File: src/hdl/juesc_pkg.sv
// ----------------------------------------------------------------------------
// juesc_pkg
// Shared types for the JSON string unescaper: decode modes, status codes
// and the command word passed from the decoder to the output stage.
// ----------------------------------------------------------------------------
package juesc_pkg;

  typedef enum logic [2:0] {
    MODE_NORMAL = 3'd0,
    MODE_ESCAPE = 3'd1,
    MODE_HEX0   = 3'd2,
    MODE_HEX1   = 3'd3,
    MODE_HEX2   = 3'd4,
    MODE_HEX3   = 3'd5
  } mode_t;

  typedef enum logic [2:0] {
    ST_OK         = 3'd0,
    ST_CONTROL    = 3'd1,
    ST_BADESC     = 3'd2,
    ST_BADHEX     = 3'd3,
    ST_INCOMPLETE = 3'd4
  } status_t;

  // One decoded unit of work: either one to three output bytes, or the
  // closing status of a string.
  typedef struct packed {
    logic                is_end;
    logic [1:0]          nbytes;
    logic [2:0][7:0]     bytes;
    status_t             status;
  } cmd_t;

endpackage

File: src/hdl/json_string_unescaper_top.sv
// ----------------------------------------------------------------------------
// json_string_unescaper_top
// Streaming decoder for JSON string bodies with escape and \u handling.
// ----------------------------------------------------------------------------
// Send the body bytes of a string (req_type 0), then an end marker
// (req_type 1). Escapes are decoded, \uXXXX is emitted as one to three
// UTF-8 bytes (surrogates unpaired), and each end marker yields one result
// with end_flag set and the status of the string; the first error stops byte
// output until then. One input transaction is taken per cycle while the
// command queue has room; the output stage drains one result per cycle while
// out_stall is low, so a \u escape that expands to three bytes yields three results.
// QUEUE_DEPTH (2 or more) sets how far the input can run ahead of a stalled
// output.
module json_string_unescaper_top #(
  parameter int QUEUE_DEPTH = 4
) (
  input  logic       clk,
  input  logic       rst,
  input  logic       in_valid,
  output logic       in_stall,
  input  logic       req_type,
  input  logic [7:0] in_byte,
  output logic       out_valid,
  input  logic       out_stall,
  output logic [7:0] out_byte,
  output logic       byte_valid,
  output logic       end_flag,
  output logic [2:0] status
);
  import juesc_pkg::*;

  cmd_t push_cmd, head;
  logic push, full, pop, empty;

  juesc_front u_front (
    .clk      (clk),
    .rst      (rst),
    .in_valid (in_valid),
    .in_stall (in_stall),
    .req_type (req_type),
    .in_byte  (in_byte),
    .q_full   (full),
    .q_push   (push),
    .q_cmd    (push_cmd)
  );

  juesc_queue #(
    .DEPTH (QUEUE_DEPTH)
  ) u_queue (
    .clk      (clk),
    .rst      (rst),
    .push     (push),
    .push_cmd (push_cmd),
    .full     (full),
    .pop      (pop),
    .empty    (empty),
    .head     (head)
  );

  juesc_back u_back (
    .clk        (clk),
    .rst        (rst),
    .q_empty    (empty),
    .q_head     (head),
    .q_pop      (pop),
    .out_valid  (out_valid),
    .out_stall  (out_stall),
    .out_byte   (out_byte),
    .byte_valid (byte_valid),
    .end_flag   (end_flag),
    .status     (status)
  );

endmodule

File: src/hdl/juesc_front.sv
// ----------------------------------------------------------------------------
// juesc_front
// Input side: accepts raw string bytes, tracks the escape state and turns
// the decoded bytes and each end marker into commands for the output queue.
// ----------------------------------------------------------------------------
module juesc_front (
  input  logic              clk,
  input  logic              rst,
  input  logic              in_valid,
  output logic              in_stall,
  input  logic              req_type,
  input  logic [7:0]        in_byte,
  input  logic              q_full,
  output logic              q_push,
  output juesc_pkg::cmd_t   q_cmd
);
  import juesc_pkg::*;

  localparam logic [7:0] CH_QUOTE = 8'h22;
  localparam logic [7:0] CH_BSL   = 8'h5C;
  localparam logic [7:0] CH_SLASH = 8'h2F;
  localparam logic [7:0] CH_B     = 8'h62;
  localparam logic [7:0] CH_F     = 8'h66;
  localparam logic [7:0] CH_N     = 8'h6E;
  localparam logic [7:0] CH_R     = 8'h72;
  localparam logic [7:0] CH_T     = 8'h74;
  localparam logic [7:0] CH_U     = 8'h75;
  localparam logic [7:0] CH_DEL   = 8'h7F;

  mode_t       mode, mode_next;
  logic [11:0] acc, acc_next;
  status_t     err, err_next;

  logic        accept;
  logic        emit;
  logic        hex_ok;
  logic [3:0]  hex_val;
  logic [15:0] code;

  // returns {digit valid, digit value}
  function automatic logic [4:0] hex_digit(input logic [7:0] c);
    logic [4:0] r;
    r = 5'd0;
    if (c >= 8'h30 && c <= 8'h39)      r = {1'b1, 4'(c - 8'h30)};
    else if (c >= 8'h41 && c <= 8'h46) r = {1'b1, 4'(c - 8'h37)};
    else if (c >= 8'h61 && c <= 8'h66) r = {1'b1, 4'(c - 8'h57)};
    return r;
  endfunction

  assign in_stall = q_full;
  assign accept   = in_valid && !q_full;
  assign q_push   = accept && emit;
  assign {hex_ok, hex_val} = hex_digit(in_byte);
  assign code = {acc, hex_val};

  always_comb begin
    mode_next    = mode;
    acc_next     = acc;
    err_next     = err;
    emit         = 1'b0;
    q_cmd.is_end = 1'b0;
    q_cmd.nbytes = 2'd1;
    q_cmd.bytes  = '0;
    q_cmd.status = ST_OK;
    if (req_type) begin
      emit         = 1'b1;
      q_cmd.is_end = 1'b1;
      q_cmd.nbytes = 2'd0;
      if (err != ST_OK) begin
        q_cmd.status = err;
      end else if (mode >= MODE_ESCAPE && mode <= MODE_HEX3) begin
        q_cmd.status = ST_INCOMPLETE;
      end
      mode_next = MODE_NORMAL;
      acc_next  = '0;
      err_next  = ST_OK;
    end else if (err != ST_OK) begin
      // sticky error: swallow body bytes until the end marker
    end else if (in_byte <= 8'h1F || in_byte == CH_DEL) begin
      err_next = ST_CONTROL;
    end else begin
      unique case (mode)
        MODE_ESCAPE: begin
          mode_next = MODE_NORMAL;
          emit      = 1'b1;
          unique case (in_byte)
            CH_QUOTE: q_cmd.bytes[0] = CH_QUOTE;
            CH_BSL:   q_cmd.bytes[0] = CH_BSL;
            CH_SLASH: q_cmd.bytes[0] = CH_SLASH;
            CH_B:     q_cmd.bytes[0] = 8'h08;
            CH_F:     q_cmd.bytes[0] = 8'h0C;
            CH_N:     q_cmd.bytes[0] = 8'h0A;
            CH_R:     q_cmd.bytes[0] = 8'h0D;
            CH_T:     q_cmd.bytes[0] = 8'h09;
            CH_U: begin
              emit      = 1'b0;
              mode_next = MODE_HEX0;
              acc_next  = '0;
            end
            default: begin
              emit     = 1'b0;
              err_next = ST_BADESC;
            end
          endcase
        end
        MODE_HEX0, MODE_HEX1, MODE_HEX2, MODE_HEX3: begin
          if (!hex_ok) begin
            err_next  = ST_BADHEX;
            mode_next = MODE_NORMAL;
            acc_next  = '0;
          end else if (mode != MODE_HEX3) begin
            acc_next  = {acc[7:0], hex_val};
            mode_next = mode_t'(mode + 3'd1);
          end else begin
            mode_next = MODE_NORMAL;
            acc_next  = '0;
            emit      = 1'b1;
            // UTF-8 of the code unit, surrogates encoded as-is
            if (code < 16'h0080) begin
              q_cmd.nbytes   = 2'd1;
              q_cmd.bytes[0] = code[7:0];
            end else if (code < 16'h0800) begin
              q_cmd.nbytes   = 2'd2;
              q_cmd.bytes[0] = {3'b110, code[10:6]};
              q_cmd.bytes[1] = {2'b10, code[5:0]};
            end else begin
              q_cmd.nbytes   = 2'd3;
              q_cmd.bytes[0] = {4'b1110, code[15:12]};
              q_cmd.bytes[1] = {2'b10, code[11:6]};
              q_cmd.bytes[2] = {2'b10, code[5:0]};
            end
          end
        end
        default: begin
          mode_next = MODE_NORMAL;
          if (in_byte == CH_BSL) begin
            mode_next = MODE_ESCAPE;
          end else begin
            emit           = 1'b1;
            q_cmd.bytes[0] = in_byte;
          end
        end
      endcase
    end
  end

  always_ff @(posedge clk) begin
    if (rst) begin
      mode <= MODE_NORMAL;
      acc  <= '0;
      err  <= ST_OK;
    end else if (accept) begin
      mode <= mode_next;
      acc  <= acc_next;
      err  <= err_next;
    end
  end

endmodule

File: src/hdl/juesc_queue.sv
// ----------------------------------------------------------------------------
// juesc_queue
// Small command FIFO between the decoder and the output stage.
// ----------------------------------------------------------------------------
module juesc_queue #(
  parameter int DEPTH = 4
) (
  input  logic              clk,
  input  logic              rst,
  input  logic              push,
  input  juesc_pkg::cmd_t   push_cmd,
  output logic              full,
  input  logic              pop,
  output logic              empty,
  output juesc_pkg::cmd_t   head
);
  import juesc_pkg::*;

  localparam int IDX_W = (DEPTH > 1) ? $clog2(DEPTH) : 1;
  localparam int CNT_W = $clog2(DEPTH + 1);

  cmd_t             slots [DEPTH];
  logic [IDX_W-1:0] wr_ptr, rd_ptr;
  logic [CNT_W-1:0] count;
  logic             do_push, do_pop;

  assign full    = (count == CNT_W'(DEPTH));
  assign empty   = (count == '0);
  assign do_push = push && !full;
  assign do_pop  = pop && !empty;
  assign head    = slots[rd_ptr];

  always_ff @(posedge clk) begin
    if (do_push) begin
      slots[wr_ptr] <= push_cmd;
    end
  end

  always_ff @(posedge clk) begin
    if (rst) begin
      wr_ptr <= '0;
      rd_ptr <= '0;
      count  <= '0;
    end else begin
      if (do_push) begin
        wr_ptr <= (wr_ptr == IDX_W'(DEPTH - 1)) ? '0 : wr_ptr + 1'b1;
      end
      if (do_pop) begin
        rd_ptr <= (rd_ptr == IDX_W'(DEPTH - 1)) ? '0 : rd_ptr + 1'b1;
      end
      if (do_push && !do_pop) begin
        count <= count + 1'b1;
      end else if (do_pop && !do_push) begin
        count <= count - 1'b1;
      end
    end
  end

endmodule

File: src/hdl/juesc_back.sv
// ----------------------------------------------------------------------------
// juesc_back
// Output side: expands queued commands into result transactions, one per
// cycle while out_stall is low, through a registered output stage.
// ----------------------------------------------------------------------------
module juesc_back (
  input  logic              clk,
  input  logic              rst,
  input  logic              q_empty,
  input  juesc_pkg::cmd_t   q_head,
  output logic              q_pop,
  output logic              out_valid,
  input  logic              out_stall,
  output logic [7:0]        out_byte,
  output logic              byte_valid,
  output logic              end_flag,
  output logic [2:0]        status
);
  import juesc_pkg::*;

  logic            load;
  logic [1:0][7:0] hold_bytes;
  logic [1:0]      hold_cnt;

  // output register can take a new transaction
  assign load  = !out_valid || !out_stall;
  assign q_pop = load && (hold_cnt == 2'd0) && !q_empty;

  always_ff @(posedge clk) begin
    if (rst) begin
      out_valid <= 1'b0;
      hold_cnt  <= '0;
    end else if (load) begin
      if (hold_cnt != 2'd0) begin
        out_valid <= 1'b1;
        hold_cnt  <= hold_cnt - 2'd1;
      end else if (!q_empty) begin
        out_valid <= 1'b1;
        hold_cnt  <= q_head.is_end ? 2'd0 : q_head.nbytes - 2'd1;
      end else begin
        out_valid <= 1'b0;
      end
    end
  end

  always_ff @(posedge clk) begin
    if (load) begin
      if (hold_cnt != 2'd0) begin
        out_byte      <= hold_bytes[0];
        byte_valid    <= 1'b1;
        end_flag      <= 1'b0;
        status        <= ST_OK;
        hold_bytes[0] <= hold_bytes[1];
      end else if (!q_empty) begin
        out_byte      <= q_head.is_end ? 8'h00 : q_head.bytes[0];
        byte_valid    <= !q_head.is_end;
        end_flag      <= q_head.is_end;
        status        <= q_head.is_end ? q_head.status : ST_OK;
        hold_bytes[0] <= q_head.bytes[1];
        hold_bytes[1] <= q_head.bytes[2];
      end
    end
  end

endmodule
File: config.mk
export PLATFORM = sky130hd
export DESIGN_NAME = json_string_unescaper_top
export DESIGN_NICKNAME = d
export VERILOG_FILES = /design/src/hdl/juesc_pkg.sv /design/src/hdl/json_string_unescaper_top.sv /design/src/hdl/juesc_front.sv /design/src/hdl/juesc_queue.sv /design/src/hdl/juesc_back.sv
export SDC_FILE = /design/constraint.sdc
export NUM_CORES = 1
export LEC_CHECK = 0
export ABC_CLOCK_PERIOD_IN_PS = 5090
export CAP_MARGIN = 20
export CORE_AREA = 2 2 122 124
export DETAILED_ROUTE_END_ITERATION = 10
export DIE_AREA = 0 0 124 126
export DONT_BUFFER_PORTS = 1
export PLACE_DENSITY = 0.68
export SLEW_MARGIN = 20
export SYNTH_ARGS = -nofsm -noshare
export SYNTH_HDL_FRONTEND = slang
export SYNTH_SLANG_ARGS = --single-unit
File: constraint.sdc
create_clock -name clk -period 5.09 [get_ports clk]
set_clock_uncertainty 0.05 [all_clocks]
set_input_delay 1.018 -clock clk [delete_from_list [all_inputs] [get_ports clk]]
set_output_delay 1.018 -clock clk [all_outputs]
set_load 0.02 [all_outputs]
==> summary.txt, run 1 <==
Route
  – DR vias/cell: 6.12
  – Routed wire per std cell: slightly above 20 um
  – 1st-iter DRT viols: 308
  – Routed Antenna Nets: 0
  – Drt first pass iters: 4
  – Total Wirelength: around 15 mm
  – Vias: between 4000 and 5000
  – Number of remaining DRC errors: 0

Floorplan
  – Io pins: 28
  – Starting Density: between 50% and 60%
  – Die H: around 130 um
  – Area of the core: about 14000 sq um
  – DIE AREA: roughly 16000 sq um
  – Die width: around 120 um
  – Row cnt: 44

Logic synthesis
  – Synth Warn #: 0
  – Share of flip-flops with an asynchronous set or reset: 0%
  – Post-synth EDFFs: approximately 140
  – Post-synth top area share: between 50% and 60%
  – Ranking of synthesized cells by area: edfxtp_1 (54%), mux4_2 (8.1%), dfxtp_1 (7.7%)
  – Register area share after synthesis: between 60% and 70%
  – Yosys reg bits: 164
  – Mapped Avg Cell Area: approximately 14 sq um
  – Cell variety after synth: a little over 70
  – Post-synthesis cell area: about 7500 sq um
  – Post-Syn Instances: ~540
  – Synth Flop Type: edfxtp_1
  – Syn_nets: around 570
  – Cell type with the largest total area after synthesis: edfxtp_1

Setup path
  – R2R depth: 11
  – Crit path kind: in -> reg
  – Slowest stage delay, CP: about 470 ps
  – Crit start category: primary input
  – Reg2reg start: u_front.mode[2]$_SDFFE_PP0P_
  – CP Capture Point: u_queue.count[2]$_SDFFE_PP0P_
  – Crit path DAT: between 4000 and 5000 ps
  – CP Cell Sequence: inv_1 > ha_1 > nor3b_1 > or4_4 > o21ai_4 > nand3_4 > a21oi_2 > ha_1 > inv_1 > fa_1 > xor2_1 > or3_1 > a21oi_1
  – Worst-path fanout max: 9
  – Setup crit start: in_byte[0]
  – FF-to-FF End: u_queue.count[2]$_SDFFE_PP0P_
  – Slowest-stage cell, CP: or4_4
  – Req. time, crit path: between 5000 and 6000 ps
  – Critical Path Sink Type: flip-flop
  – FF-to-FF setup slack: around 1700 ps

Placement
  – Post-DP Area: 7610 sq um
  – Post-Place Cells: between 600 and 700
  – Routability cong.: approximately 0.84
  – Port Buf Inserts: 0
  – HPWL Detailed: 9.73 mm

GRT
  – Tot GR Track Use: 20.6%
  – Initial antenna violation count: 0
  – Largest net degree at the start of global routing: 33
  – Vias in the first global route: roughly 4400
  – Total gr overflow: 0
  – First-pass GRT wire length: 23.9 mm

Final layout
  – Final Instance Count excl. Fillers: slightly above 700
  – Most frequent cells in the layout: edfxtp_1 (135), nand2_1 (52), nor2_1 (32)
  – Layout cell share with drive strength beyond 1: between 10% and 20%
  – # diodes: 0
  – Most common cell after layout, fill and taps aside: edfxtp_1
  – Post-layout util: 57.3%
  – Design Area, Final: 8200 sq um
  – Synthesis-to-layout area growth: 8.95%
  – Nets: ~560

Clock network
  – Hold_buf cts: 0
  – Skew-Pair Late Insertion Delay: about 420 ps
  – CTS Root Cell: clkbuf_16
  – TritonCTS Sinks: approximately 160
  – CTS tree: done
  – CTS clock-pin slew for the worst setup and hold paths: around 60 ps
  – CTS Buffer Depth: 2
  – H-tree levels: 4
  – Num CTS Buffers: 17
  – Post-cts resize count: 0
  – Total setup buffers inserted after CTS: 0

Timing
  – Relative slew slack: 30.9%
  – Final Cycle Share: between 70% and 80%
  – Setup TNS: 0 ps
  – Hold slack: approximately 450 ps
  – Min Tclk post-route: just under 4000 ps
  – Slew Limit Fails: 0
  – Fmax: ~260 MHz
  – Unrepaired setup endpoints after global routing: no
  – Final setup violation count: 0
  – Slew @ Worst Pin: between 1000 and 1500 ps
  – Final Hold Violating Endpoints: 0

Power
  – Leak: between 2 and 3 nW
  – VDD IR-drop max: between 200 and 250 uV
  – PD cells: 495 nW/um^2

Run
  – Max Cap Violations: 0

Worst hold path
  – Worst hold path type: reg -> reg

Run status
  – Status: completed
==> state kept, by name (all words and copies together), names as in the netlist, named ones only <==
name / cells
u_queue.wr_ptr: 2
u_back.out_byte: 8
u_back.status: 3
u_back.end_flag: 1
u_back.byte_valid: 1
u_back.out_valid: 1
u_back.hold_cnt: 2
u_front.err: 2
u_front.mode: 3
u_queue.slots: 108
u_front.acc: 12
u_back.hold_bytes: 14
u_queue.rd_ptr: 2
u_queue.count: 3
==> final cells by class <==
cell class | instances | area [sq um]
Tap cell | 184 | 230
Clock buffer | 20 | 437
Clock inverter | 11 | 136
Fill cell | 1111 | 6120
Sequential cell | 164 | 4640
Inverter | 14 | 52.6
Multi-Input combinational cell | 329 | 2670
Timing Repair Buffer | 5 | 37.5
==> stage by stage <==
| stage | total power [mW] | worst slack, ps |
|---|---|---|
| 3_5_place_dp | 2.85 | 818 |
| 5_1_grt | 4.25 | 1110 |
| 4_1_cts | 4.09 | 1250 |
| 6_report | 4.05 | 1240 |
| 3_3_place_gp | 2.83 | 903 |
| 2_1_floorplan | 2.64 | 887 |
==> worst min-delay path by stage <==
stage / startpoint / endpoint / slack (ps) / cells past startpoint
floorplan: u_queue.rd_ptr[1]$_SDFFE_PP0P_ / flip-flop / 400 / 2
global placement: u_queue.rd_ptr[1]$_SDFFE_PP0P_ / u_queue.rd_ptr[1]$_SDFFE_PP0P_ / 410 / 2
detailed placement: u_queue.rd_ptr[1]$_SDFFE_PP0P_ / flip-flop / 430 / 2
CTS: u_queue.rd_ptr[1]$_SDFFE_PP0P_ / u_queue.rd_ptr[1]$_SDFFE_PP0P_ / 440 / 2
global route: u_queue.rd_ptr[1]$_SDFFE_PP0P_ / u_queue.rd_ptr[1]$_SDFFE_PP0P_ / 470 / 2
finish: u_queue.rd_ptr[1]$_SDFFE_PP0P_ / u_queue.rd_ptr[1]$_SDFFE_PP0P_ / 450 / 2
==> cells in the mapped netlist, drive strengths merged, types with 3 or more instances <==
| cell type | number |
|---|---|
| and3b | 3 |
| buf | 16 |
| and3 | 6 |
| mux2i | 5 |
| or3 | 11 |
| nand3b | 11 |
| a211o | 3 |
| dfxtp | 29 |
| nor3b | 11 |
| and2 | 9 |
| a211oi | 5 |
| a31o | 7 |
| inv | 14 |
| nand2 | 52 |
| xor2 | 5 |
| a31oi | 5 |
| nor3 | 9 |
| clkbuf | 20 |
| o2bb2ai | 4 |
| nor2 | 33 |
| nor2b | 3 |
| edfxtp | 135 |
| nand2b | 8 |
| ha | 10 |
| nand3 | 7 |
| nor4 | 4 |
| xnor2 | 3 |
| o31ai | 9 |
| mux4 | 27 |
| o21ai | 7 |
| a21oi | 31 |
==> metal layers <==
layer  vias up  track usage, %  routed length [um]
met3        25            4.30                 681
met2       125            32.0                7190
met4         0            9.39                 407
li1       2062               -                   -
met5         -               0                   0
met1      2235            27.8                6730
==> worst max-delay path, delay by kind of cell <==
kind,cells,cell delay (ps)
XOR/XNOR,1,180
adder cells (fa/ha/maj),3,950
AO/OA/AOI/OAI,3,760
buffers and inverters,2,100
AND/OR/NAND/NOR,4,1140
==> power by group <==
part           internal (mW)  total, mW  leakage (nW)  switching, mW
Sequential              1.78       1.99          1.50          0.212
Combinational          0.358      0.824         0.988          0.466
Clock                  0.762       1.24         0.273          0.476
==> cell families after synthesis <==
| kind of cell | Yosys count | share of synthesized area, % |
|---|---|---|
| simple gates | 180 | 13.2 |
| flops | 164 | 61.6 |
| compound gates | 97 | 10.2 |
| buf+inv | 50 | 3.16 |
| mux | 33 | 8.95 |
| fa+ha+maj | 11 | 1.93 |
| xor+xnor | 8 | 0.931 |
Note: power is estimated with default switching activity, not from simulation.
==> inputs of run 2 (changes only) <==
- ABC_CLOCK_PERIOD_IN_PS: 5090 -> 3430
- PLACE_DENSITY: 0.68 -> 0.71
- clock period: 5.09 -> 3.43 ns (I/O delays scaled with it)
==> run 2 against run 1 <==
  * Via count rose by 2.7%
  * Non-clock buffer count up 16
  * Largest cell class unchanged
  * First-iteration DRC count rose by 34%
  * Largest power group unchanged
  * Sequential cell count did not move
  * Clock power grew 32%
  * Register-to-register slack got worse by 1000 ps
  * Highest routed layer unchanged
==> summary.txt, run 2 (synthesis gave the netlist of run 1 again) <==
Run status
  – Status: completed

Timing
  – Slew @ Worst Pin: 870 ps (-164 ps)
  – Relative slew slack: 41.2% (+10 points)
  – Final setup violation count: 0 (unchanged)
  – Slew Limit Fails: 0 (unchanged)
  – Min Tclk post-route: about 3000 ps
  – Unrepaired setup endpoints after global routing: no
  – Fmax: between 300 and 400 MHz
  – Final Cycle Share: between 80% and 90%
  – Setup TNS: 0 ps (unchanged)
  – Final Hold Violating Endpoints: 0 (unchanged)

GRT
  – Routing usage on met1: 29.1% (+1.3 points)
  – Vias in the first global route: 4558 (+2.6%)
  – Grt met2 use: 33.4% (+1.4 points)
  – Total gr overflow: 0 (unchanged)
  – Largest net degree at the start of global routing: 33 (unchanged)
  – First-pass GRT wire length: 24.9 mm (+4.1%)
  – Initial antenna violation count: 0 (unchanged)
  – Top Usage Layer GRT: met2
  – Tot GR Track Use: 21.2% (+0.63 points)
  – Met3 Use GR: 4.57% (+0.27 points)

Final layout
  – Final Instance Count excl. Fillers: 744 (+2.3%)
  – Biggest registers after layout: u_queue.slots: 108 flops, u_back.hold_bytes: 14 flops, u_front.acc: 12 flops
  – Synthesis-to-layout area growth: 11.0%
  – Nets: 571 (+2.9%)
  – # diodes: 0 (unchanged)
  – Max reg flops: 108 (unchanged)
  – Post-layout util: 58.4% (+1.1 points)
  – Layout cell share with drive strength beyond 1: 20.9% (+3.9 points)
  – Most common cell after layout, fill and taps aside: edfxtp_1
  – Largest Register: u_queue.slots
  – Most frequent cells in the layout: edfxtp_1 (135), nand2_1 (52), nor2_1 (33)
  – Layout fillers: 1101 (-0.90%)

Clock network
  – CTS tree: done
  – Hold_buf cts: 0 (unchanged)
  – CTS Buffer Depth: 2 (unchanged)
  – CTS Root Cell: clkbuf_16
  – Post-cts resize count: 0 (unchanged)
  – Num CTS Buffers: 17 (unchanged)
  – Total setup buffers inserted after CTS: 0 (unchanged)
  – CTS clock-pin slew for the worst setup and hold paths: 60 ps (about the same)
  – H-tree levels: 4 (unchanged)
  – Skew-Pair Late Insertion Delay: 420 ps (about the same)
  – TritonCTS Sinks: 164 (unchanged)

Route
  – Number of remaining DRC errors: 0 (unchanged)
  – Routed wire per std cell: 20.6 um (-0.37%)
  – DR vias/cell: 6.14 (+0.35%)
  – Routed Antenna Nets: 0 (unchanged)
  – 1st-iter DRT viols: 412 (+34%)
  – Drt first pass iters: 5 (+1)
  – Vias: 4567 (+2.7%)
  – Total Wirelength: 15.3 mm (+2.0%)

Floorplan
  – Die width: 124 um (unchanged)
  – Row cnt: 44 (unchanged)
  – Starting Density: 52.6% (unchanged)
  – Area of the core: 14300 sq um (unchanged)
  – Die H: 126 um (unchanged)
  – DIE AREA: 15600 sq um (unchanged)
  – Io pins: 28 (unchanged)

Placement
  – Routability cong.: 0.902 (+7.8%)
  – Post-Place Cells: 712 (+2.3%)
  – HPWL Detailed: 10.1 mm (+3.7%)
  – Port Buf Inserts: 0 (unchanged)

Setup path
  – FF-to-FF End: u_queue.count[2]$_SDFFE_PP0P_
  – Slowest-stage cell, CP: or4_4
  – Slowest stage delay, CP: 550 ps (+80 ps)
  – Reg2reg start: u_front.mode[1]$_SDFFE_PP0P_
  – R2R depth: 11 (unchanged)
  – Crit path DAT: 3230 ps (-920 ps)
  – Crit start category: primary input
  – Req. time, crit path: 3730 ps (-1660 ps)
  – Crit path kind: in -> reg
  – Setup crit start: in_byte[0]
  – Worst-path fanout max: 9 (unchanged)
  – CP Cell Sequence: inv_1 > ha_4 > nor3b_4 > or4_4 > o21ai_4 > nand3_4 > a21oi_4 > ha_2 > inv_2 > fa_2 > xor2_1 > or3_1 > a21oi_1
  – Critical Path Sink Type: flip-flop
  – CP Capture Point: u_queue.count[2]$_SDFFE_PP0P_
  – FF-to-FF setup slack: 720 ps (-1000 ps)

Power
  – Leak: 2.83 nW (+2.5%)
  – VDD IR-drop max: 393 uV (+67%)
  – PD cells: 706 nW/um^2 (+43%)

Worst hold path
  – Worst hold path type: in -> reg

Run
  – Max Cap Violations: 0 (unchanged)
## run 2: cell count changes in the layout (fill, tap and decap cells not counted), moves of 3 or more
cell	delta
ha_1	-3
and2_2	+4
clkinv_1	+5
bufinv_16	-3
clkbuf_1	-3
clkinv_2	-3
buf_12	+4
buf_4	+12
and2_1	-4
## run 2: worst min path at each step
stage,startpoint,end,slack [ps],cells past startpoint
after global routing,rst,u_queue.count[2]$_SDFFE_PP0P_,280,1
after CTS,rst,u_front.mode[1]$_SDFFE_PP0P_,280,1
after detailed placement,u_queue.count[2]$_SDFFE_PP0P_,u_queue.count[2]$_SDFFE_PP0P_,440,2
after global placement,u_queue.rd_ptr[1]$_SDFFE_PP0P_,u_queue.rd_ptr[1]$_SDFFE_PP0P_,410,2
final,rst,u_queue.count[1]$_SDFFE_PP0P_,300,1
after floorplan,u_queue.rd_ptr[1]$_SDFFE_PP0P_,flip-flop,400,2
## run 2: per-layer routing
layer	share of wire [%]	vias up	wire, um
met4	1.7	0	256
met2	48	145	7420
met1	44	2301	6780
met3	5.5	20	844
met5	0	-	0
li1	-	2101	-
## run 2: worst max-delay path: cells and delay by family
kind            cells  cell delay (ps)
xor+xnor            1              150
buf+inv             2               90
simple gates        4             1110
compound gates      3              480
fa+ha+maj           3              710
## run 2: cell type report
class	instances	area, sq um	share of cell area (%)
clock buffers	17	425	5.09
clock inverters	15	90.1	1.08
inverters	14	55.1	0.659
multi-input cells	329	2710	32.4
flip-flops and latches	164	4640	55.5
well taps	184	230	2.76
repair buffers	21	208	2.49
## run 2: power breakdown
part           switching (mW)  internal (mW)  leakage (nW)
Combinational           0.744          0.585          1.08
Sequential              0.294           2.64          1.51
Clock                   0.726          0.911         0.241
## run 2: stage by stage
step / total power, mW / hold WS [ps] / setup slack [ps] / cell area (sq um)
2_1_floorplan: 3.93 / 404 / -86.6 / 7600
3_5_place_dp: 4.31 / 445 / 72.0 / 7840
5_1_grt: 6.22 / 281 / 384 / 8350
6_report: 5.89 / 299 / 501 / 8350
3_3_place_gp: 4.25 / 407 / 115 / 7840
4_1_cts: 5.95 / 280 / 508 / 8350
